[config.mk]
export PLATFORM = sky130hd
export DESIGN_NAME = checked_integer_fold_alu_core
export DESIGN_NICKNAME = d
export VERILOG_FILES = /design/src/cifa_pkg.sv /design/src/cifa_datapath.sv /design/src/cifa_ctrl.sv /design/src/checked_integer_fold_alu_core.sv
export SDC_FILE = /design/constraint.sdc
export NUM_CORES = 2
export LEC_CHECK = 0
export ABC_AREA = 1
export BUFFER_PORTS_ARGS = -buffer_cell sky130_fd_sc_hd__buf_2
export CORE_ASPECT_RATIO = 1.25
export CORE_UTILIZATION = 65
export CTS_BUF_LIST = sky130_fd_sc_hd__clkbuf_4
export DETAILED_ROUTE_END_ITERATION = 10
export GPL_TIMING_DRIVEN = 0
export PLACE_DENSITY = 0.94
export SLEW_MARGIN = 20
export SYNTH_ARGS = -nofsm -noshare
export SYNTH_HDL_FRONTEND = slang
export SYNTH_HIERARCHICAL = 1
export SYNTH_SLANG_ARGS = --single-unit
[constraint.sdc]
create_clock -name clk -period 8.21 [get_ports clk]
set_input_delay 0.4105 -clock clk [delete_from_list [all_inputs] [get_ports clk]]
set_output_delay 0.4105 -clock clk [all_outputs]
set_load 0.05 [all_outputs]
[src/cifa_pkg.sv]
`timescale 1ns / 1ps
// ----------------------------------------------------------------------------
// cifa_pkg
// Shared types and constants for the checked integer fold ALU.
// ----------------------------------------------------------------------------
package cifa_pkg;

  localparam int DataWidthDef = 64;

  typedef enum logic [2:0] {
    CMD_ADD = 3'd0,
    CMD_SUB = 3'd1,
    CMD_MUL = 3'd2,
    CMD_DIV = 3'd3,
    CMD_MOD = 3'd4,
    CMD_POW = 3'd5,
    CMD_MIN = 3'd6,
    CMD_MAX = 3'd7
  } op_t;

  typedef enum logic [1:0] {
    ST_OK     = 2'd0,
    ST_OVF    = 2'd1,
    ST_DIV0   = 2'd2,
    ST_NEGEXP = 2'd3
  } status_t;

  typedef enum logic [2:0] {
    S_IDLE,
    S_EVAL,
    S_RUN,
    S_COMMIT,
    S_FIN
  } state_t;

  typedef struct packed {
    logic load;
    logic eval;
    logic step;
    logic commit;
    logic emit;
  } ctrl_cmd_t;

  typedef struct packed {
    logic go_unit;
    logic unit_done;
    logic pow_more;
    logic last;
  } dp_stat_t;

endpackage

[src/cifa_datapath.sv]
`timescale 1ns / 1ps
// ----------------------------------------------------------------------------
// cifa_datapath
// Sign-magnitude accumulator, combinational add/sub/min/max and a shared
// bit-serial multiply/divide unit that also drives the power loop.
// ----------------------------------------------------------------------------
module cifa_datapath import cifa_pkg::*; #(
  parameter int DW = DataWidthDef
) (
  input  logic                 clk,
  input  logic                 rst_n,
  input  ctrl_cmd_t            cmd,
  output dp_stat_t             stat,
  input  logic [2:0]           in_command,
  input  logic signed [DW-1:0] in_operand,
  input  logic                 in_last,
  output logic signed [DW-1:0] out_value,
  output logic [1:0]           out_status
);

  localparam int CW = $clog2(DW);
  localparam logic [DW-1:0] LIMIT   = {1'b0, {(DW-1){1'b1}}};
  localparam logic [DW:0]   LIMIT_X = {2'b00, {(DW-1){1'b1}}};
  localparam logic [DW-1:0] EXP_MAX = DW'(DW - 1);
  localparam logic [CW-1:0] CNT_TOP = CW'(DW - 1);
  localparam logic [CW-1:0] PE_ONE  = CW'(1);

  op_t            cmd_r, cmd_nxt;
  logic           xneg_r, xneg_nxt;
  logic [DW-1:0]  xmag_r, xmag_nxt;
  logic           last_r, last_nxt;
  logic           acc_neg_r, acc_neg_nxt;
  logic [DW-1:0]  acc_mag_r, acc_mag_nxt;
  status_t        err_r, err_nxt;
  logic           open_r, open_nxt;
  logic [DW-1:0]  mp_r, mp_nxt;
  logic [DW-1:0]  mq_r, mq_nxt;
  logic [CW-1:0]  cnt_r, cnt_nxt;
  logic [CW-1:0]  pe_r, pe_nxt;
  logic           movf_r, movf_nxt;
  logic [DW-1:0]  out_value_r, out_value_nxt;
  status_t        out_status_r, out_status_nxt;

  logic [DW-1:0]  op_u;
  logic           bad, active, go_mul, go_div, go_pow, div_mode;
  logic           bneg, same, lt, gt, seed_neg;
  logic [DW:0]    sum;
  logic [DW-1:0]  as_mag;
  logic           as_neg, as_ovf;
  logic [DW-1:0]  sh;
  logic [DW:0]    msum;

  assign op_u     = in_operand;
  assign bad      = xmag_r > LIMIT;
  assign active   = open_r && (err_r == ST_OK) && !bad;
  assign go_mul   = active && (cmd_r == CMD_MUL);
  assign go_div   = active && ((cmd_r == CMD_DIV) || (cmd_r == CMD_MOD)) && (xmag_r != '0);
  assign go_pow   = active && (cmd_r == CMD_POW) && !xneg_r && (xmag_r != '0)
                    && (acc_mag_r > DW'(1)) && (xmag_r <= EXP_MAX);
  assign div_mode = (cmd_r == CMD_DIV) || (cmd_r == CMD_MOD);

  assign stat.go_unit   = go_mul || go_div || go_pow;
  assign stat.unit_done = cnt_r == '0;
  assign stat.pow_more  = (cmd_r == CMD_POW) && !movf_r && (pe_r != PE_ONE);
  assign stat.last      = last_r;

  // add and subtract in sign-magnitude
  assign bneg = (cmd_r == CMD_SUB) ? (!xneg_r && (xmag_r != '0)) : xneg_r;
  assign same = acc_neg_r == bneg;
  assign sum  = {1'b0, acc_mag_r} + {1'b0, xmag_r};

  always_comb begin
    as_ovf = 1'b0;
    if (same) begin
      as_mag = sum[DW-1:0];
      as_neg = acc_neg_r;
      as_ovf = sum > LIMIT_X;
    end else if (acc_mag_r >= xmag_r) begin
      as_mag = acc_mag_r - xmag_r;
      as_neg = acc_neg_r;
    end else begin
      as_mag = xmag_r - acc_mag_r;
      as_neg = bneg;
    end
  end

  assign lt = (acc_neg_r && !xneg_r) || (!acc_neg_r && !xneg_r && (acc_mag_r < xmag_r))
              || (acc_neg_r && xneg_r && (acc_mag_r > xmag_r));
  assign gt = (!acc_neg_r && xneg_r) || (!acc_neg_r && !xneg_r && (acc_mag_r > xmag_r))
              || (acc_neg_r && xneg_r && (acc_mag_r < xmag_r));
  assign seed_neg = (last_r && (cmd_r == CMD_SUB)) ? (!xneg_r && (xmag_r != '0)) : xneg_r;

  // one step of the shared unit
  assign sh   = {mp_r[DW-2:0], mq_r[DW-1]};
  assign msum = {mp_r, 1'b0} + (mq_r[DW-1] ? {1'b0, acc_mag_r} : '0);

  always_comb begin
    cmd_nxt        = cmd_r;
    xneg_nxt       = xneg_r;
    xmag_nxt       = xmag_r;
    last_nxt       = last_r;
    acc_neg_nxt    = acc_neg_r;
    acc_mag_nxt    = acc_mag_r;
    err_nxt        = err_r;
    open_nxt       = open_r;
    mp_nxt         = mp_r;
    mq_nxt         = mq_r;
    cnt_nxt        = cnt_r;
    pe_nxt         = pe_r;
    movf_nxt       = movf_r;
    out_value_nxt  = out_value_r;
    out_status_nxt = out_status_r;

    if (cmd.load) begin
      cmd_nxt  = op_t'(in_command);
      xneg_nxt = op_u[DW-1];
      xmag_nxt = op_u[DW-1] ? (~op_u + DW'(1)) : op_u;
      last_nxt = in_last;
    end

    if (cmd.eval) begin
      if (!open_r) begin
        open_nxt = 1'b1;
        if (bad) begin
          err_nxt     = ST_OVF;
          acc_neg_nxt = 1'b0;
          acc_mag_nxt = '0;
        end else begin
          err_nxt     = ST_OK;
          acc_neg_nxt = seed_neg;
          acc_mag_nxt = xmag_r;
        end
      end else if (err_r == ST_OK) begin
        if (bad) begin
          err_nxt = ST_OVF;
        end else if (go_mul || go_div || go_pow) begin
          mp_nxt   = '0;
          cnt_nxt  = CNT_TOP;
          movf_nxt = 1'b0;
          pe_nxt   = xmag_r[CW-1:0];
          if (go_mul) begin
            mq_nxt = xmag_r;
          end else if (go_div) begin
            mq_nxt = acc_mag_r;
          end else begin
            mq_nxt = DW'(1);
          end
        end else begin
          case (cmd_r)
            CMD_ADD, CMD_SUB: begin
              if (as_ovf) begin
                err_nxt = ST_OVF;
              end else begin
                acc_neg_nxt = as_neg && (as_mag != '0);
                acc_mag_nxt = as_mag;
              end
            end
            CMD_DIV, CMD_MOD: begin
              err_nxt = ST_DIV0;
            end
            CMD_POW: begin
              if (xneg_r) begin
                err_nxt = ST_NEGEXP;
              end else if (xmag_r == '0) begin
                acc_neg_nxt = 1'b0;
                acc_mag_nxt = DW'(1);
              end else if (acc_mag_r <= DW'(1)) begin
                acc_neg_nxt = acc_neg_r && xmag_r[0];
              end else begin
                err_nxt = ST_OVF;
              end
            end
            CMD_MIN: begin
              if (!lt) begin
                acc_neg_nxt = xneg_r;
                acc_mag_nxt = xmag_r;
              end
            end
            CMD_MAX: begin
              if (!gt) begin
                acc_neg_nxt = xneg_r;
                acc_mag_nxt = xmag_r;
              end
            end
            default: begin
              err_nxt = err_r;
            end
          endcase
        end
      end
    end

    if (cmd.step) begin
      cnt_nxt = cnt_r - CW'(1);
      if (div_mode) begin
        if (sh >= xmag_r) begin
          mp_nxt = sh - xmag_r;
          mq_nxt = {mq_r[DW-2:0], 1'b1};
        end else begin
          mp_nxt = sh;
          mq_nxt = {mq_r[DW-2:0], 1'b0};
        end
      end else begin
        mq_nxt = {mq_r[DW-2:0], 1'b0};
        if (!movf_r) begin
          if (msum > LIMIT_X) begin
            movf_nxt = 1'b1;
          end else begin
            mp_nxt = msum[DW-1:0];
          end
        end
      end
    end

    if (cmd.commit) begin
      case (cmd_r)
        CMD_MUL: begin
          if (movf_r) begin
            err_nxt = ST_OVF;
          end else begin
            acc_neg_nxt = (acc_neg_r ^ xneg_r) && (mp_r != '0);
            acc_mag_nxt = mp_r;
          end
        end
        CMD_DIV: begin
          acc_neg_nxt = (acc_neg_r ^ xneg_r) && (mq_r != '0);
          acc_mag_nxt = mq_r;
        end
        CMD_MOD: begin
          acc_neg_nxt = acc_neg_r && (mp_r != '0);
          acc_mag_nxt = mp_r;
        end
        CMD_POW: begin
          if (movf_r) begin
            err_nxt = ST_OVF;
          end else if (pe_r == PE_ONE) begin
            acc_neg_nxt = acc_neg_r && xmag_r[0];
            acc_mag_nxt = mp_r;
          end else begin
            pe_nxt   = pe_r - CW'(1);
            mp_nxt   = '0;
            mq_nxt   = mp_r;
            cnt_nxt  = CNT_TOP;
            movf_nxt = 1'b0;
          end
        end
        default: begin
          err_nxt = err_r;
        end
      endcase
    end

    if (cmd.emit) begin
      out_status_nxt = err_r;
      if (err_r == ST_OK) begin
        out_value_nxt = acc_neg_r ? (~acc_mag_r + DW'(1)) : acc_mag_r;
      end else begin
        out_value_nxt = '0;
      end
      open_nxt    = 1'b0;
      err_nxt     = ST_OK;
      acc_neg_nxt = 1'b0;
      acc_mag_nxt = '0;
    end
  end

  always_ff @(posedge clk) begin
    if (!rst_n) begin
      acc_neg_r <= 1'b0;
      acc_mag_r <= '0;
      err_r     <= ST_OK;
      open_r    <= 1'b0;
      cnt_r     <= '0;
    end else begin
      acc_neg_r <= acc_neg_nxt;
      acc_mag_r <= acc_mag_nxt;
      err_r     <= err_nxt;
      open_r    <= open_nxt;
      cnt_r     <= cnt_nxt;
    end
  end

  always_ff @(posedge clk) begin
    cmd_r        <= cmd_nxt;
    xneg_r       <= xneg_nxt;
    xmag_r       <= xmag_nxt;
    last_r       <= last_nxt;
    mp_r         <= mp_nxt;
    mq_r         <= mq_nxt;
    pe_r         <= pe_nxt;
    movf_r       <= movf_nxt;
    out_value_r  <= out_value_nxt;
    out_status_r <= out_status_nxt;
  end

  assign out_value  = out_value_r;
  assign out_status = out_status_r;

endmodule

[src/cifa_ctrl.sv]
`timescale 1ns / 1ps
// ----------------------------------------------------------------------------
// cifa_ctrl
// Sequencer: takes a request, evaluates it, runs the shared unit if needed and
// delivers the run's result through the output register.
// ----------------------------------------------------------------------------
module cifa_ctrl import cifa_pkg::*; (
  input  logic      clk,
  input  logic      rst_n,
  input  logic      in_valid,
  output logic      in_ready,
  output logic      out_valid,
  input  logic      out_ready,
  input  dp_stat_t  stat,
  output ctrl_cmd_t cmd
);

  state_t state_r, state_nxt;
  logic   out_valid_r, out_valid_nxt;
  logic   can_emit;

  assign can_emit = !out_valid_r || out_ready;

  always_comb begin
    state_nxt = state_r;
    case (state_r)
      S_IDLE: begin
        if (in_valid) begin
          state_nxt = S_EVAL;
        end
      end
      S_EVAL: begin
        state_nxt = stat.go_unit ? S_RUN : S_FIN;
      end
      S_RUN: begin
        if (stat.unit_done) begin
          state_nxt = S_COMMIT;
        end
      end
      S_COMMIT: begin
        state_nxt = stat.pow_more ? S_RUN : S_FIN;
      end
      S_FIN: begin
        if (!stat.last || can_emit) begin
          state_nxt = S_IDLE;
        end
      end
      default: begin
        state_nxt = S_IDLE;
      end
    endcase
  end

  always_comb begin
    cmd      = '0;
    in_ready = 1'b0;
    case (state_r)
      S_IDLE: begin
        in_ready = 1'b1;
        cmd.load = in_valid;
      end
      S_EVAL: begin
        cmd.eval = 1'b1;
      end
      S_RUN: begin
        cmd.step = 1'b1;
      end
      S_COMMIT: begin
        cmd.commit = 1'b1;
      end
      S_FIN: begin
        cmd.emit = stat.last && can_emit;
      end
      default: begin
        cmd = '0;
      end
    endcase
  end

  always_comb begin
    if (cmd.emit) begin
      out_valid_nxt = 1'b1;
    end else if (out_ready) begin
      out_valid_nxt = 1'b0;
    end else begin
      out_valid_nxt = out_valid_r;
    end
  end

  always_ff @(posedge clk) begin
    if (!rst_n) begin
      state_r     <= S_IDLE;
      out_valid_r <= 1'b0;
    end else begin
      state_r     <= state_nxt;
      out_valid_r <= out_valid_nxt;
    end
  end

  assign out_valid = out_valid_r;

endmodule

[src/checked_integer_fold_alu_core.sv]
`timescale 1ns / 1ps
// ----------------------------------------------------------------------------
// checked_integer_fold_alu_core
// Folds a run of signed operands under add, sub, mul, div, mod, pow, min or
// max with overflow, divide-by-zero and negative-exponent checking.
// ----------------------------------------------------------------------------
// One operand is taken at a time. Add, sub, min, max, seeds and operands
// after an error skip the shared unit; mul, div and mod run on the
// bit-serial multiply/divide unit; pow runs that same unit once per
// exponent step. The run's result is loaded into the output register when
// the operand marked last finishes and the output register is free or
// being taken.
module checked_integer_fold_alu_core import cifa_pkg::*; #(
  parameter int DATA_WIDTH = DataWidthDef
) (
  input  logic                         clk,
  input  logic                         rst_n,
  input  logic                         in_valid,
  output logic                         in_ready,
  input  logic [2:0]                   in_command,
  input  logic signed [DATA_WIDTH-1:0] in_operand,
  input  logic                         in_last,
  output logic                         out_valid,
  input  logic                         out_ready,
  output logic signed [DATA_WIDTH-1:0] out_value,
  output logic [1:0]                   out_status
);

  ctrl_cmd_t cmd;
  dp_stat_t  stat;

  cifa_ctrl u_ctrl (
    .clk       (clk),
    .rst_n     (rst_n),
    .in_valid  (in_valid),
    .in_ready  (in_ready),
    .out_valid (out_valid),
    .out_ready (out_ready),
    .stat      (stat),
    .cmd       (cmd)
  );

  cifa_datapath #(
    .DW (DATA_WIDTH)
  ) u_datapath (
    .clk        (clk),
    .rst_n      (rst_n),
    .cmd        (cmd),
    .stat       (stat),
    .in_command (in_command),
    .in_operand (in_operand),
    .in_last    (in_last),
    .out_value  (out_value),
    .out_status (out_status)
  );

endmodule

==> results of run 1 <==
[kinds of logic after synthesis]
family | after synthesis | share of synthesized area (%)
xor+xnor | 257 | 4.39
flops | 348 | 16.2
fa+ha+maj | 336 | 8.27
simple gates | 4185 | 33.6
compound gates | 2143 | 23.6
buf+inv | 1794 | 13.9
[repair_timing]
action / CTS
endpoints found under the hold margin: 73
setup buffers: 0
hold buffers: 68
[synth_stat cells, types with 10 or more instances]
cell type	count
o31ai_1	11
nand3_1	333
ha_1	331
o211ai_1	114
and2_1	10
nand2_2	24
dfxtp_1	213
a31oi_1	142
buf_4	30
a21o_1	16
a21oi_1	934
nor3_1	99
xor2_1	176
inv_1	1354
buf_2	84
buf_6	21
o221ai_1	76
o21ai_1	105
a211oi_1	19
buf_1	22
o21ai_0	574
nor4_1	68
edfxtp_1	135
nor2_4	11
nor2_2	32
o21a_1	18
o2111ai_1	25
nand4_1	92
or2_2	12
clkinv_1	26
nor2_1	832
nand2_1	2621
xnor2_1	81
o22ai_1	26
inv_2	52
clkbuf_1	195
o21bai_1	33
[per-layer routing]
| layer | GRT overflow | global-route usage, % |
|---|---|---|
| met3 | 43 | 62.5 |
| met2 | 1060 | 92.4 |
| met4 | 418 | 75.3 |
| met5 | 10 | 31.1 |
| met1 | 28 | 75.7 |
[through the flow]
| step | instances | util (%) | setup slack [ps] |
|---|---|---|---|
| after CTS | 10500 | 71.1 | 2010 |
| after detailed placement | 10300 | 68.7 | 2060 |
| after global placement | 10200 | 68.6 | 24.3 |
| after floorplan | 9063 | - | 2310 |
==> results by group, run 1 <==
Yosys
  – Cell taking the most area after synthesis: nand2_1
  – Yosys warns: 6
  – Mapped Cells: around 9100
  – #FFs+latches synth: 348
  – Sequential cell area fraction in the yosys report: 16.2%
  – Area share of the largest cell type after synthesis: between 10% and 20%
  – Synthesized cell area: 51300 um2
  – Ys flop type: dfxtp_1
  – Yosys cell types: 73
  – Synthesized area per cell: 5.66 um2
  – Async SR Flop Fraction: 0%
  – EDFF count, synth: 135
  – Synth top area cells: nand2_1, inv_1, a21oi_1, dfxtp_1, ha_1
  – Syn Nets: around 9500

Clocking
  – Cts bufs inserted: 83
  – CTS Root Cell: clkbuf_4
  – CTS Sinks: 348
  – H-tree depth: 3
  – Post-CTS sizing: 0
  – Clk buf depth: 3

GRT
  – Remaining global-route overflow: 1559
  – Tot GR Track Use: 76.2%
  – Vias in the first global route: ~73000
  – First-pass GRT wire length: 471000 um
  – Largest net degree at the start of global routing: 68

Run status
  – Error: [ERROR GRT-0116] Global routing finished with congestion. Check the congestion regions in the DRC Viewer.
  – Status: stopped before the end
  – Stage reached: global routing

Floorplanning
  – I/O Pins: 140
  – Rows: 114
  – Die Y: 316 um
  – Initial core utilization: between 60% and 70%
  – DIE WIDTH: 253 um

Placement
  – Placed Area: 53400 um2
  – Gpl congestion: about 1.5
  – DP HPWL: approximately 200000 um
  – Port bufs: roughly 140
==> inputs of run 2 (changes only) <==
- CORE_ASPECT_RATIO: 1.25 -> default
- CORE_UTILIZATION: 65 -> 40
- CTS_BUF_LIST: sky130_fd_sc_hd__clkbuf_4 -> default
- PLACE_DENSITY: 0.94 -> default
- PLACE_DENSITY_LB_ADDON: default -> 0.15
==> run 2 against run 1 <==
  * The run now ends clean
  * Area after synthesis stayed put
  * Synthesized cell count stayed put
==> results by group, run 2 <==
Timing
  – Final Cycle Share: between 80% and 90%
  – Max Clk Rate: 137 MHz
  – RSZ-0062 raised after global routing: false
  – Worst setup margin: 905 ps
  – Tmin final: around 7300 ps
  – Worst slew pin tran: 1270 ps
  – Fin Setup TNS: 0 ps
  – Setup violators final: 0
  – Pins over their slew limit: 0
  – Skew final: 35.4 ps
  – Slew HR: 15.2%
  – Final Hold Viols: 0

Setup path
  – FF-to-FF End: u_datapath/mp_r[6]$_DFF_P_
  – Buf/Inv on CP: 5
  – Critical path arrival: 7870 ps
  – Worst setup path category: reg2reg
  – Critical path's slowest cell: clkbuf_1
  – Crit end category: register
  – Critical path, cell by cell: clkbuf_1 -> clkbuf_2 -> nand2_1 -> inv_1 -> ha_1 -> fa_1 -> nand3_1 -> nand2_1 -> a21oi_2 -> o21ai_1 -> a21boi_2 -> o31ai_2 -> nand3_1 -> nand3_1 -> a31oi_1 -> xor2_1 -> nand3_1 -> buf_2 -> inv_1 -> nand3_1 -> nand3_1 -> nand3_1 -> nor2_1
  – Worst path required time: 8780 ps
  – Cells on worst reg2reg path: 23
  – CP dominant cell by count: nand3_1
  – Max FO, Critical Path: 10
  – Max incr delay on CP: 930 ps
  – Worst setup SP type: register
  – Internal reg-to-reg setup slack: 910 ps
  – CP delay by family, top: buffers and inverters
  – Worst r2r src: u_datapath/mq_r[63]$_DFF_P_
  – Critical path depth in cells: 23

Clocking
  – CTS Sinks: 348 (unchanged)
  – Clock latency on the worst-skew pair: 630 ps
  – H-tree depth: 2 (was 3)
  – Post-CTS sizing: 0 (unchanged)
  – CTS Root Cell: clkbuf_16 (was clkbuf_4)
  – CTS tree: done
  – Clk slew on worst S/H paths: about 60 ps
  – Clk buf depth: 3 (unchanged)
  – Cts bufs inserted: 42 (was 83)

Yosys
  – Sequential cell area fraction in the yosys report: 16.2% (unchanged)
  – Top cells by count, synth: nand2_1, inv_1, a21oi_1 (unchanged)
  – Count leader, synth: nand2_1 (unchanged)
  – Area share of the largest cell type after synthesis: 19.2% (unchanged)
  – Combinational family with the most area after synthesis: simple AND/OR/NAND/NOR gates (unchanged)
  – Synthesized area per cell: 5.66 um2 (unchanged)
  – Ys flop type: dfxtp_1 (unchanged)
  – Post-Synth Adder-Cell Area: 8.27% (unchanged)
  – Post-Synth Simple-Gate Area: 33.6% (unchanged)
  – Yosys warns: 6 (unchanged)
  – Synthesized cell area: 51300 um2 (unchanged)
  – Mapped Cells: 9063 (unchanged)
  – Cell taking the most area after synthesis: nand2_1 (unchanged)
  – EDFF count, synth: 135 (unchanged)
  – #FFs+latches synth: 348 (unchanged)
  – Post-synthesis compound-gate area fraction: 23.6% (unchanged)
  – Yosys cell types: 73 (unchanged)
  – Synth Area in XOR/XNOR: 4.39% (unchanged)
  – Mux cell area share after synthesis: 0% (unchanged)
  – Syn Nets: 9471 (unchanged)
  – Synth top area cells: nand2_1, inv_1, a21oi_1, dfxtp_1, ha_1 (unchanged)
  – Async SR Flop Fraction: 0% (unchanged)

Finish
  – Commonest non-fill, non-tap cell in the layout: nand2_1
  – Commonest non-fill, non-tap cells in the layout: nand2_1, inv_1, a21oi_1
  – Layout Nets: around 9700
  – Reg area: 8320 um2
  – Final Non-Filler Cells: 11000
  – Area growth, synth to finish: 8.58%
  – Share of layout cells above drive strength 1: 5.90%
  – Fillers: 14600
  – Util after Layout: 43.8%
  – Multi-input gate area: 35900 um2

Floorplanning
  – DIE WIDTH: 360 um (was 253 um)
  – Initial core utilization: 40.3% (was 66.0%)
  – Die Area: between 100000 and 150000 um2
  – I/O Pins: 140 (unchanged)
  – Rows: 131 (was 114)
  – Core area: 127000 um2
  – Die Y: 360 um (was 316 um)

Run status
  – Status: finished clean (was stopped before the end)

Placement
  – Placed cell count: 10900 (was 10300)
  – Setup WS pre-CTS: 1160 ps (was 2060 ps)
  – Port bufs: 139 (unchanged)
  – DP HPWL: 272000 um (was 204000 um)
  – Gpl congestion: 1.15 (was 1.51)

GRT
  – Antenna violations before repair: 14
  – Remaining global-route overflow: 0
  – Largest net degree at the start of global routing: 68
  – First-pass GRT wire length: 443000 um
  – Tot GR Track Use: 47.9%
  – Vias in the first global route: just over 60000

Detailed routing
  – Pre-antenna DRT Iters: 8
  – Initial detailed-routing violation count: 10100
  – Wire length per cell: 29.5 um
  – DRC Markers: 0
  – Remaining antenna violation count: 0
  – Final wirelength: about 320000 um
  – Vias post-DR: 66100
  – DR vias/cell: 6.03

Pwr
  – Worst vdd ir: 0.175 mV
  – Total power: between 10000 and 15000 uW
  – PwrDens: 247 nW/um2
  – Leakage Power: roughly 0.028 uW

Min path
  – Hold path cells: 1
  – Min-Delay Startpoint: in_operand[0]
  – Endpoint, Worst Hold: u_datapath/xmag_r[0]$_DFFE_PP_
  – HP Class: in2reg

Flow run
  – MaxCap Viol Count: 0
==> run 2: where the power goes <==
part / total, uW / internal [uW] / leakage, uW / switching [uW]
Combinational: 8800 / 2410 / 0.0238 / 6390
Clock: 2050 / 1200 / 0.000713 / 857
Sequential: 2910 / 2190 / 0.00303 / 719
==> run 2: area by class of cell <==
cell class	instances	area share (%)
clock inverters	20	0.431
repair buffers	153	1.48
multi-input cells	6921	64.4
flip-flops and latches	348	14.9
diodes	7	0.0314
clock buffers	57	2.18
plain buffers	361	3.20
inverters	1433	9.66
well taps	1662	3.73
==> run 2: worst max-delay path by stage <==
| stage | start | end | slack, ps |
|---|---|---|---|
| after global placement | u_ctrl/state_r[2]$_SDFFE_PN0P_ | u_datapath/xmag_r[0]$_DFFE_PP_ | -930 |
| after floorplan | u_ctrl/state_r[2]$_SDFFE_PN0P_ | u_datapath/cmd_r[0]$_DFFE_PP_ | 2310 |
| after detailed placement | u_datapath/mq_r[63]$_DFF_P_ | u_datapath/mp_r[6]$_DFF_P_ | 1160 |
| after global routing | u_datapath/mq_r[63]$_DFF_P_ | u_datapath/mp_r[6]$_DFF_P_ | 1020 |
| after CTS | u_datapath/mq_r[63]$_DFF_P_ | u_datapath/mp_r[6]$_DFF_P_ | 1140 |
| final | u_datapath/mq_r[63]$_DFF_P_ | u_datapath/mp_r[6]$_DFF_P_ | 910 |
==> run 2: per-layer routing <==
metal  track usage, %  wire length, um  up-vias
met5                0               75        -
met4             43.3            34700       10
met3             8.11            32800     1145
met2             74.4           139000     4417
met1             56.4           117000    30600
li1                 -                -    29900
==> run 2: logic make-up (layout without fill, tap and decap cells) <==
| group | count (synthesis) | count (layout) |
|---|---|---|
| buffers and inverters | 1794 | 2024 |
| DFF | 348 | 348 |
| adders and majority gates | 336 | 336 |
| AOI/OAI and AO/OA | 2143 | 2143 |
| xor gates and xnor gates | 257 | 257 |
| other | 0 | 7 |
| and+or+nand+nor | 4185 | 4185 |
==> run 2: metrics by stage <==
step                      instance area (um2)  hold slack [ps]
after global placement                  54100              471
after global routing                    55700             35.5
after floorplan                         51300              431
final                                   55700             35.9
after detailed placement                54200              482
after CTS                               55700             28.2
==> run 2: what timing repair did <==
| action | 4_1_cts | 5_1_grt |
|---|---|---|
| hold endpoints to repair | 5 | 0 |
| buffers inserted | 0 | 0 |
| hold buffers | 5 | 0 |
(Power assumes the default switching activity.)
